### src/rtl/core/iirdf2_pkg.sv
`timescale 1ns / 1ps
// ----------------------------------------------------------------------------
// iirdf2_pkg
// Shared widths, register indexes and controller/datapath command types for
// the Direct Form II biquad.
// ----------------------------------------------------------------------------
package iirdf2_pkg;

    localparam int DATA_W        = 32;
    localparam int PROD_W        = 2 * DATA_W;
    localparam int ACC_W         = PROD_W + 2;   // three full products never overflow
    localparam int CFG_IDX_W     = 3;
    localparam int TERM_W        = 2;
    localparam int DEFAULT_ORDER = 2;

    localparam logic signed [DATA_W-1:0] FB_COEF_0_RST  = 32'sh4000_0000;
    localparam logic signed [DATA_W-1:0] LEVEL_GAIN_RST = 32'sh0001_0000;

    typedef enum logic [CFG_IDX_W-1:0] {
        CFG_FB_COEF_0  = 3'd0,
        CFG_FB_COEF_1  = 3'd1,
        CFG_FB_COEF_2  = 3'd2,
        CFG_FF_COEF_0  = 3'd3,
        CFG_FF_COEF_1  = 3'd4,
        CFG_FF_COEF_2  = 3'd5,
        CFG_LEVEL_GAIN = 3'd6,
        CFG_ENABLED    = 3'd7
    } cfg_index_t;

    typedef enum logic [1:0] {
        MSEL_FB = 2'd0,
        MSEL_FF = 2'd1,
        MSEL_LV = 2'd2
    } mul_sel_t;

    typedef struct packed {
        logic              capture_x;
        logic              mul_en;
        mul_sel_t          mul_sel;
        logic [TERM_W-1:0] term;
        logic              first;
        logic              w_load;
        logic              y_load;
        logic              lvl_load;
        logic              zero_load;
    } cmd_t;

    typedef struct packed {
        logic enabled;
        logic out_full;
    } status_t;

endpackage

### src/rtl/core/iirdf2_in_if.sv
`timescale 1ns / 1ps
// ----------------------------------------------------------------------------
// iirdf2_in_if
// Request channel into the biquad: function select and sample/level value.
// ----------------------------------------------------------------------------
interface iirdf2_in_if;
    logic               valid;
    logic               ready;
    logic               func;
    logic signed [31:0] value;

    modport source (output valid, output func, output value, input ready);
    modport sink   (input valid, input func, input value, output ready);
endinterface

### src/rtl/core/iirdf2_out_if.sv
`timescale 1ns / 1ps
// ----------------------------------------------------------------------------
// iirdf2_out_if
// Result channel out of the biquad: one filtered sample per filter request.
// ----------------------------------------------------------------------------
interface iirdf2_out_if;
    logic               valid;
    logic               ready;
    logic signed [31:0] filtered;

    modport source (output valid, output filtered, input ready);
    modport sink   (input valid, input filtered, output ready);
endinterface

### src/rtl/core/iirdf2_datapath.sv
`timescale 1ns / 1ps
// ----------------------------------------------------------------------------
// iirdf2_datapath
// Coefficient registers, delay line, shared 32x32 multiplier, accumulator,
// round/saturate and the output register.
// ----------------------------------------------------------------------------
module iirdf2_datapath #(
    parameter int ORDER = iirdf2_pkg::DEFAULT_ORDER
) (
    input  logic                                  clk,
    input  logic                                  rst_n,
    input  iirdf2_pkg::cmd_t                      cmd,
    output iirdf2_pkg::status_t                   status,
    input  logic signed [iirdf2_pkg::DATA_W-1:0]  value,
    input  logic                                  cfg_we,
    input  logic [iirdf2_pkg::CFG_IDX_W-1:0]      cfg_index,
    input  logic [iirdf2_pkg::DATA_W-1:0]         cfg_data,
    input  logic                                  out_ready,
    output logic                                  out_valid,
    output logic signed [iirdf2_pkg::DATA_W-1:0]  filtered
);
    import iirdf2_pkg::*;

    localparam logic signed [ACC_W-1:0] SAT_MAX = ACC_W'(32'sh7FFF_FFFF);
    localparam logic signed [ACC_W-1:0] SAT_MIN = ACC_W'(32'sh8000_0000);

    // round half up at bit s, then clamp to signed 32 bits
    function automatic logic signed [DATA_W-1:0] round_sat(
        input logic signed [ACC_W-1:0] acc,
        input int unsigned             s
    );
        logic signed [ACC_W-1:0] t;
        begin
            t = acc + (ACC_W'(1) << (s - 1));
            t = t >>> s;
            if (t > SAT_MAX)
                round_sat = SAT_MAX[DATA_W-1:0];
            else if (t < SAT_MIN)
                round_sat = SAT_MIN[DATA_W-1:0];
            else
                round_sat = t[DATA_W-1:0];
        end
    endfunction

    logic signed [DATA_W-1:0] fb_coef_reg [3];
    logic signed [DATA_W-1:0] ff_coef_reg [3];
    logic signed [DATA_W-1:0] level_gain_reg;
    logic                     enabled_reg;
    logic signed [DATA_W-1:0] dl_reg [ORDER];
    logic signed [DATA_W-1:0] x_reg;
    logic signed [DATA_W-1:0] w_reg;
    logic signed [PROD_W-1:0] product_reg;
    logic signed [PROD_W-1:0] product_next;
    logic                     prod_valid_reg;
    logic                     prod_first_reg;
    logic signed [ACC_W-1:0]  acc_reg;
    logic                     out_valid_reg;
    logic signed [DATA_W-1:0] filtered_reg;

    logic signed [DATA_W-1:0] op_a;
    logic signed [DATA_W-1:0] op_b;
    logic signed [DATA_W-1:0] tap_op;
    logic signed [DATA_W-1:0] rnd30;
    logic signed [DATA_W-1:0] rnd16;

    // configuration registers
    always_ff @(posedge clk or negedge rst_n)
    begin
        if (!rst_n)
        begin
            fb_coef_reg[0] <= FB_COEF_0_RST;
            fb_coef_reg[1] <= '0;
            fb_coef_reg[2] <= '0;
            ff_coef_reg[0] <= '0;
            ff_coef_reg[1] <= '0;
            ff_coef_reg[2] <= '0;
            level_gain_reg <= LEVEL_GAIN_RST;
            enabled_reg    <= 1'b0;
        end
        else if (cfg_we)
        begin
            unique case (cfg_index_t'(cfg_index))
                CFG_FB_COEF_0:  fb_coef_reg[0] <= cfg_data;
                CFG_FB_COEF_1:  fb_coef_reg[1] <= cfg_data;
                CFG_FB_COEF_2:  fb_coef_reg[2] <= cfg_data;
                CFG_FF_COEF_0:  ff_coef_reg[0] <= cfg_data;
                CFG_FF_COEF_1:  ff_coef_reg[1] <= cfg_data;
                CFG_FF_COEF_2:  ff_coef_reg[2] <= cfg_data;
                CFG_LEVEL_GAIN: level_gain_reg <= cfg_data;
                CFG_ENABLED:    enabled_reg    <= cfg_data[0];
                default:        enabled_reg    <= enabled_reg;
            endcase
        end
    end

    // term 1 reads w[n-1], term 2 reads w[n-2]
    assign tap_op = (cmd.term == TERM_W'(1)) ? dl_reg[0] : dl_reg[ORDER-1];

    always_comb
    begin
        op_a = x_reg;
        op_b = level_gain_reg;
        case (cmd.mul_sel)
            MSEL_FB:
            begin
                case (cmd.term)
                    TERM_W'(0): op_a = fb_coef_reg[0];
                    TERM_W'(1): op_a = fb_coef_reg[1];
                    default:    op_a = fb_coef_reg[2];
                endcase
                op_b = (cmd.term == '0) ? x_reg : tap_op;
            end
            MSEL_FF:
            begin
                case (cmd.term)
                    TERM_W'(0): op_a = ff_coef_reg[0];
                    TERM_W'(1): op_a = ff_coef_reg[1];
                    default:    op_a = ff_coef_reg[2];
                endcase
                op_b = (cmd.term == '0) ? w_reg : tap_op;
            end
            default:
            begin
                op_a = x_reg;
                op_b = level_gain_reg;
            end
        endcase
    end

    assign product_next = op_a * op_b;

    always_ff @(posedge clk)
    begin
        if (cmd.capture_x)
            x_reg <= value;
        if (cmd.mul_en)
            product_reg <= product_next;
        if (prod_valid_reg)
            acc_reg <= prod_first_reg ? ACC_W'(product_reg)
                                      : acc_reg + ACC_W'(product_reg);
        if (cmd.w_load)
            w_reg <= rnd30;
    end

    always_ff @(posedge clk or negedge rst_n)
    begin
        if (!rst_n)
        begin
            prod_valid_reg <= 1'b0;
            prod_first_reg <= 1'b0;
        end
        else
        begin
            prod_valid_reg <= cmd.mul_en;
            prod_first_reg <= cmd.first;
        end
    end

    assign rnd30 = round_sat(acc_reg, 30);
    assign rnd16 = round_sat(acc_reg, 16);

    // delay line: level preset fills every tap, a sample shifts w in
    always_ff @(posedge clk or negedge rst_n)
    begin
        if (!rst_n)
        begin
            for (int i = 0; i < ORDER; i++)
                dl_reg[i] <= '0;
        end
        else if (cmd.lvl_load)
        begin
            for (int i = 0; i < ORDER; i++)
                dl_reg[i] <= rnd16;
        end
        else if (cmd.y_load)
        begin
            dl_reg[0] <= w_reg;
            for (int i = 1; i < ORDER; i++)
                dl_reg[i] <= dl_reg[i-1];
        end
    end

    // output register
    always_ff @(posedge clk or negedge rst_n)
    begin
        if (!rst_n)
            out_valid_reg <= 1'b0;
        else if (cmd.y_load || cmd.zero_load)
            out_valid_reg <= 1'b1;
        else if (out_ready)
            out_valid_reg <= 1'b0;
    end

    always_ff @(posedge clk)
    begin
        if (cmd.y_load)
            filtered_reg <= rnd30;
        else if (cmd.zero_load)
            filtered_reg <= '0;
    end

    assign out_valid       = out_valid_reg;
    assign filtered        = filtered_reg;
    assign status.enabled  = enabled_reg;
    assign status.out_full = out_valid_reg;

endmodule

### src/rtl/core/iirdf2_ctrl.sv
`timescale 1ns / 1ps
// ----------------------------------------------------------------------------
// iirdf2_ctrl
// Sequencer: steps the shared multiplier through the feedback terms, the
// feedforward terms or the level product, and issues round/load commands.
// ----------------------------------------------------------------------------
module iirdf2_ctrl #(
    parameter int ORDER = iirdf2_pkg::DEFAULT_ORDER
) (
    input  logic                clk,
    input  logic                rst_n,
    input  logic                in_valid,
    input  logic                in_func,
    output logic                in_ready,
    input  iirdf2_pkg::status_t status,
    output iirdf2_pkg::cmd_t    cmd
);
    import iirdf2_pkg::*;

    localparam logic [TERM_W-1:0] LAST_TERM = TERM_W'(ORDER);

    typedef enum logic [10:0] {
        ST_IDLE    = 11'b000_0000_0001,
        ST_FB_MUL  = 11'b000_0000_0010,
        ST_FB_WAIT = 11'b000_0000_0100,
        ST_FB_RND  = 11'b000_0000_1000,
        ST_FF_MUL  = 11'b000_0001_0000,
        ST_FF_WAIT = 11'b000_0010_0000,
        ST_FF_RND  = 11'b000_0100_0000,
        ST_LV_MUL  = 11'b000_1000_0000,
        ST_LV_WAIT = 11'b001_0000_0000,
        ST_LV_RND  = 11'b010_0000_0000,
        ST_ZERO    = 11'b100_0000_0000
    } state_t;

    state_t            state_reg;
    state_t            state_next;
    logic [TERM_W-1:0] term_reg;
    logic [TERM_W-1:0] term_next;

    always_ff @(posedge clk or negedge rst_n)
    begin
        if (!rst_n)
        begin
            state_reg <= ST_IDLE;
            term_reg  <= '0;
        end
        else
        begin
            state_reg <= state_next;
            term_reg  <= term_next;
        end
    end

    always_comb
    begin
        state_next = state_reg;
        term_next  = term_reg;
        in_ready   = 1'b0;
        cmd        = '0;
        cmd.term   = term_reg;
        cmd.first  = (term_reg == '0);

        unique case (state_reg)
            ST_IDLE:
            begin
                in_ready  = 1'b1;
                term_next = '0;
                if (in_valid)
                begin
                    cmd.capture_x = 1'b1;
                    if (in_func)
                        state_next = ST_LV_MUL;
                    else if (status.enabled)
                        state_next = ST_FB_MUL;
                    else
                        state_next = ST_ZERO;
                end
            end
            ST_FB_MUL:
            begin
                cmd.mul_en  = 1'b1;
                cmd.mul_sel = MSEL_FB;
                if (term_reg == LAST_TERM)
                    state_next = ST_FB_WAIT;
                else
                    term_next = term_reg + 1'b1;
            end
            ST_FB_WAIT:
                state_next = ST_FB_RND;
            ST_FB_RND:
            begin
                cmd.w_load = 1'b1;
                term_next  = '0;
                state_next = ST_FF_MUL;
            end
            ST_FF_MUL:
            begin
                cmd.mul_en  = 1'b1;
                cmd.mul_sel = MSEL_FF;
                if (term_reg == LAST_TERM)
                    state_next = ST_FF_WAIT;
                else
                    term_next = term_reg + 1'b1;
            end
            ST_FF_WAIT:
                state_next = ST_FF_RND;
            ST_FF_RND:
            begin
                if (!status.out_full)
                begin
                    cmd.y_load = 1'b1;
                    state_next = ST_IDLE;
                end
            end
            ST_LV_MUL:
            begin
                cmd.mul_en  = 1'b1;
                cmd.mul_sel = MSEL_LV;
                cmd.first   = 1'b1;
                state_next  = ST_LV_WAIT;
            end
            ST_LV_WAIT:
                state_next = ST_LV_RND;
            ST_LV_RND:
            begin
                cmd.lvl_load = 1'b1;
                state_next   = ST_IDLE;
            end
            ST_ZERO:
            begin
                if (!status.out_full)
                begin
                    cmd.zero_load = 1'b1;
                    state_next    = ST_IDLE;
                end
            end
            default:
                state_next = ST_IDLE;
        endcase
    end

endmodule

### src/rtl/core/iir_direct_form_two_filter.sv
`timescale 1ns / 1ps
// ----------------------------------------------------------------------------
// iir_direct_form_two_filter
// Second-order Direct Form II IIR filter, Q16.16 samples, Q2.30 coefficients.
//
// Usage:
//   in_chan  : request with func (0 = filter sample, 1 = preset delay line to
//              value * level_gain) and value. Accepted on valid && ready.
//   out_chan : one filtered sample per func 0 request, none for func 1.
//   cfg_*    : write-only register port, one write per cycle with cfg_we.
// Sequence (one shared 32x32 multiplier, one product per cycle while multiplying):
//   filter sample : feedback products, wait, round into w, feedforward products,
//                   wait, result load (held while the output is full), then idle.
//   level preset  : level product, wait, delay line load, then idle.
//   disabled      : zero result load (held while the output is full), then idle.
// The feedback sum must finish before the feedforward sum starts, and the
// next sample needs the updated delay line, so one request is in flight.
// Reset clears the delay line and loads the register defaults. A finished
// result sits in the output register; if the receiver stalls, a following
// request is still accepted and processed, holding only at its result load.
// ----------------------------------------------------------------------------
module iir_direct_form_two_filter #(
    parameter int ORDER = iirdf2_pkg::DEFAULT_ORDER
) (
    input  logic                                clk,
    input  logic                                rst_n,
    iirdf2_in_if.sink                           in_chan,
    iirdf2_out_if.source                        out_chan,
    input  logic                                cfg_we,
    input  logic [iirdf2_pkg::CFG_IDX_W-1:0]    cfg_index,
    input  logic [iirdf2_pkg::DATA_W-1:0]       cfg_data
);
    import iirdf2_pkg::*;

    cmd_t    cmd;
    status_t status;

    iirdf2_ctrl #(
        .ORDER (ORDER)
    ) u_ctrl (
        .clk      (clk),
        .rst_n    (rst_n),
        .in_valid (in_chan.valid),
        .in_func  (in_chan.func),
        .in_ready (in_chan.ready),
        .status   (status),
        .cmd      (cmd)
    );

    iirdf2_datapath #(
        .ORDER (ORDER)
    ) u_datapath (
        .clk       (clk),
        .rst_n     (rst_n),
        .cmd       (cmd),
        .status    (status),
        .value     (in_chan.value),
        .cfg_we    (cfg_we),
        .cfg_index (cfg_index),
        .cfg_data  (cfg_data),
        .out_ready (out_chan.ready),
        .out_valid (out_chan.valid),
        .filtered  (out_chan.filtered)
    );

endmodule

### src/flat_wrapper.sv
// flat-port wrapper written by rule: the top's interface ports become plain ports
module iir_direct_form_two_filter_flat import iirdf2_pkg::*;
#(
    parameter int ORDER = iirdf2_pkg::DEFAULT_ORDER
)
  (clk, rst_n, cfg_we, cfg_index, cfg_data, in_chan_valid, in_chan_func, in_chan_value, in_chan_ready, out_chan_valid, out_chan_filtered, out_chan_ready);
  iirdf2_in_if in_chan_i ();
  iirdf2_out_if out_chan_i ();
  input  logic clk;
  input  logic rst_n;
  input  logic cfg_we;
  input  logic [iirdf2_pkg::CFG_IDX_W-1:0] cfg_index;
  input  logic [iirdf2_pkg::DATA_W-1:0] cfg_data;
  input wire logic [$bits(in_chan_i.valid)-1:0] in_chan_valid;
  input wire logic [$bits(in_chan_i.func)-1:0] in_chan_func;
  input wire logic [$bits(in_chan_i.value)-1:0] in_chan_value;
  output wire logic [$bits(in_chan_i.ready)-1:0] in_chan_ready;
  output wire logic [$bits(out_chan_i.valid)-1:0] out_chan_valid;
  output wire logic [$bits(out_chan_i.filtered)-1:0] out_chan_filtered;
  input wire logic [$bits(out_chan_i.ready)-1:0] out_chan_ready;
  assign in_chan_i.valid = in_chan_valid;
  assign in_chan_i.func = in_chan_func;
  assign in_chan_i.value = in_chan_value;
  assign in_chan_ready = in_chan_i.ready;
  assign out_chan_valid = out_chan_i.valid;
  assign out_chan_filtered = out_chan_i.filtered;
  assign out_chan_i.ready = out_chan_ready;
  iir_direct_form_two_filter #(.ORDER(ORDER)) u_core (.clk(clk), .rst_n(rst_n), .in_chan(in_chan_i), .out_chan(out_chan_i), .cfg_we(cfg_we), .cfg_index(cfg_index), .cfg_data(cfg_data));
endmodule
### config.mk
export PLATFORM = sky130hd
export DESIGN_NAME = iir_direct_form_two_filter_flat
export DESIGN_NICKNAME = d
export VERILOG_FILES = /design/src/rtl/core/iirdf2_pkg.sv /design/src/rtl/core/iirdf2_in_if.sv /design/src/rtl/core/iirdf2_out_if.sv /design/src/rtl/core/iirdf2_datapath.sv /design/src/rtl/core/iirdf2_ctrl.sv /design/src/rtl/core/iir_direct_form_two_filter.sv /design/src/flat_wrapper.sv
export SDC_FILE = /design/constraint.sdc
export NUM_CORES = 2
export LEC_CHECK = 0
export BUFFER_PORTS_ARGS = -buffer_cell sky130_fd_sc_hd__buf_2
export CAP_MARGIN = 30
export CORE_ASPECT_RATIO = 0.6
export CORE_MARGIN = 5
export CORE_UTILIZATION = 45
export DETAILED_ROUTE_END_ITERATION = 7
export PLACE_DENSITY = 0.6
export SETUP_SLACK_MARGIN = 0.05
export SLEW_MARGIN = 20
export SYNTH_ARGS = -nofsm -noshare
export SYNTH_HDL_FRONTEND = slang
export SYNTH_SLANG_ARGS = --single-unit
### constraint.sdc
create_clock -name clk -period 13.4 [get_ports clk]
set_input_delay 1.34 -clock clk [delete_from_list [all_inputs] [get_ports clk]]
set_output_delay 1.34 -clock clk [all_outputs]
set_load 0.005 [all_outputs]
==> flow_summary_export.csv <==
group,metric,value,unit
worst_setup_path,rr_worst_depth,30,
drt,drtIter0Drc,6103,
clock_tree,cts_resized,0,
worst_setup_path,endpoint_kind,"flip-flop",
worst_setup_path,critPathLaunch,"u_core.u_ctrl.state_reg[6]",
drt,vias,50100,
global_routing,grt_pass1_vias,49600,
worst_setup_path,worstSetupEndpoint,"u_core.u_datapath.product_reg[62]",
sta,finalHoldViolCount,0,
status,status,"complete, no violations",
worst_setup_path,critPathRequiredTime,13810,ps
global_routing,grt_use_total,32.2,%
layout,final_cell_mix,"1153 x inv_1, 1083 x fa_1, 901 x nand2_1, 617 x nor2_1, 300 x dfrtp_1",
clock_tree,h-tree-depth,2,
layout,fillCellCount,13000,
worst_setup_path,crit_path_top_delay_cell,"fa_1",
logic_synthesis,synth_flop_cell,"dfrtp_1",
worst_setup_path,r2r-start,"u_core.u_ctrl.state_reg[6]",
die,fp.dieArea,0.149,mm^2
sta,worst_slew_pin_slew,1080,ps
clock_tree,root_buffer,"clkbuf_16",
logic_synthesis,syn_inst,6658,
worst_setup_path,cpMostUsedCell,"fa_1",
placement,place.gp.congestion,1.00,
sta,timing.slew.headroom,27.9,%
layout,syn2layout_area_growth,8.15,%
global_routing,grt_max_degree,149,
logic_synthesis,synthTopCellsByArea,"fa_1 34%, dfrtp_1 12%, edfxtp_1 11%",
logic_synthesis,ys_seq_elements,531,
sta,slew_violations,0,
placement,hpwl,188,mm
logic_synthesis,synth_cell_type_count,83,
worst_setup_path,cp_max_fo,19,
layout,mostFrequentLayoutCell,"inv_1",
worst_setup_path,cpPeakStageDelay,1010,ps
clock_tree,numCtsBuffers,51,
sta,max_freq,83.6,MHz
logic_synthesis,ys_seq_area_share,22.6,%
layout,multi_input_comb_area,0.0439,mm^2
clock_tree,cts_setup_buffers,0,
layout,drive_above_1_share,10.3,%
die,core_area,0.140,mm^2
logic_synthesis,synth_warnings,0,
global_routing,grt-ovfl-total,0,
drt,finalWirelength,238,mm
clock_tree,cts_hold_buf,0,
min_path,min_path_type,"reg2reg",
clock_tree,cts_sinks,531,
logic_synthesis,synth_area_leader_cell,"fa_1",
worst_setup_path,reg2reg_slack,1440,ps
clock_tree,clk_path_buf_depth,3,
die,die_x,496,um
sta,setup_viol,0,
die,start_util,45.5,%
logic_synthesis,synth_nets,8068,
logic_synthesis,async_flop_share,57.4,%
layout,regArea,0.0144,mm^2
drt,dr.pass1.iters,7,
layout,finalNetCount,8050,
logic_synthesis,synthesis.area,0.0637,mm^2
die,ios,107,
placement,port_buffers,106,
sta,timing.setup.tns,0,ps
worst_setup_path,crit_arrival,12360,ps
drt,ant_nets,0,
global_routing,antenna_found_initial,10,
worst_setup_path,crit_type,"reg2reg",
logic_synthesis,netlist.area_leader.share,34.0,%
sta,period_share,89.2,%
clock_tree,clock_latency,670,ps
worst_setup_path,rr_endpoint,"u_core.u_datapath.product_reg[62]",
drt,drc,0,
logic_synthesis,synth-edff-count,226,
logic_synthesis,synth_area_per_cell,9.57,um^2
drt,via_per_inst,5.84,
sta,period_needed,11960,ps
worst_setup_path,cp-start-kind,"flip-flop",
drt,wire_per_inst,27.7,um
die,dieHeight,301,um
run,drv_cap,0,
die,core.rowCount,106,
global_routing,grt_pass1_wl,350,mm
sta,grt_setup_unrepaired,"false",
clock_tree,path_clk_slew,70,ps
sta,skew,47.7,ps
clock_tree,cts_tree,"built",
[synthesized netlist by cell type (18+ instances only)]
library cell,count
a211oi_1,50
a21o_1,127
a21oi_1,212
a22oi_1,49
a31oi_1,69
and2_1,64
and3_1,32
buf_1,21
clkbuf_1,305
dfrtp_1,302
edfxtp_1,226
fa_1,1083
ha_1,254
inv_1,1153
mux2_2,227
nand2_1,901
nand2b_1,29
nand3_1,67
nand4_1,47
nor2_1,618
nor2b_1,54
nor3_1,19
o211ai_1,20
o21ai_0,209
o21bai_1,18
o221ai_1,21
o22ai_1,48
xnor2_1,129
xor2_1,74
[through the flow]
step | instance area (um^2) | hold WS (ps) | std cells | setup WS [ps] | utilization [%]
after floorplan | 63700 | 454 | 6658 | 3540 | -
after CTS | 68700 | 509 | 8561 | 1620 | 49.1
final | 68900 | 506 | 8577 | 1440 | 49.2
after global routing | 68900 | 517 | 8573 | 1020 | 49.2
after global placement | 66600 | 486 | 8452 | 1560 | 47.6
after detailed placement | 66800 | 493 | 8465 | 1670 | 47.8
[critical path, delay by kind of cell (launching register included)]
family / cells / cell delay [ps]
AOI/OAI and AO/OA: 8 / 2310
adders and majority gates: 9 / 5470
buffers and inverters: 4 / 550
DFF: 1 / 440
and+or+nand+nor: 9 / 2890
[layer usage]
metal	GRT usage [%]	vias to the layer above	wire length, um
li1	-	21000	-
met4	7.51	13	7390
met1	49.6	25400	104000
met3	16.6	378	41500
met2	38.7	3235	83900
met5	1.17	-	299
[worst min-delay path by stage]
stage | startpoint | end | slack, ps | cells past startpoint
global placement | u_core.u_datapath.ff_coef_reg[9] | u_core.u_datapath.ff_coef_reg[9] | 490 | 1
CTS | u_core.u_datapath.ff_coef_reg[5] | u_core.u_datapath.ff_coef_reg[5] | 510 | 1
floorplan | u_core.u_datapath.enabled_reg | u_core.u_ctrl.state_reg[10] | 450 | 1
detailed placement | u_core.u_datapath.ff_coef_reg[5] | u_core.u_datapath.ff_coef_reg[5] | 490 | 1
finish | u_core.u_datapath.ff_coef_reg[25] | u_core.u_datapath.ff_coef_reg[25] | 510 | 1
global route | u_core.u_datapath.ff_coef_reg[63] | u_core.u_datapath.ff_coef_reg[63] | 520 | 1
[area by class of cell]
class | count | area share (%)
repair buffers | 267 | 2.86
clock buffers | 56 | 1.89
diodes | 4 | 0.0145
flip-flops and latches | 531 | 20.9
inverters | 1154 | 6.29
well taps | 1890 | 3.43
multi-input cells | 4635 | 63.8
clock inverters | 40 | 0.790
[cells by family after synthesis]
logic type | Yosys count | share of synthesized area, %
XOR/XNOR | 203 | 2.79
AO/OA/AOI/OAI | 949 | 9.65
flip-flops | 531 | 22.6
multiplexers | 236 | 4.15
adder cells (fa/ha/maj) | 1337 | 39.0
AND/OR/NAND/NOR | 1910 | 12.9
buffers and inverters | 1492 | 8.87
Power is not shown: default switching activity piles up to over one toggle a cycle in this logic, so the estimate is an artifact.
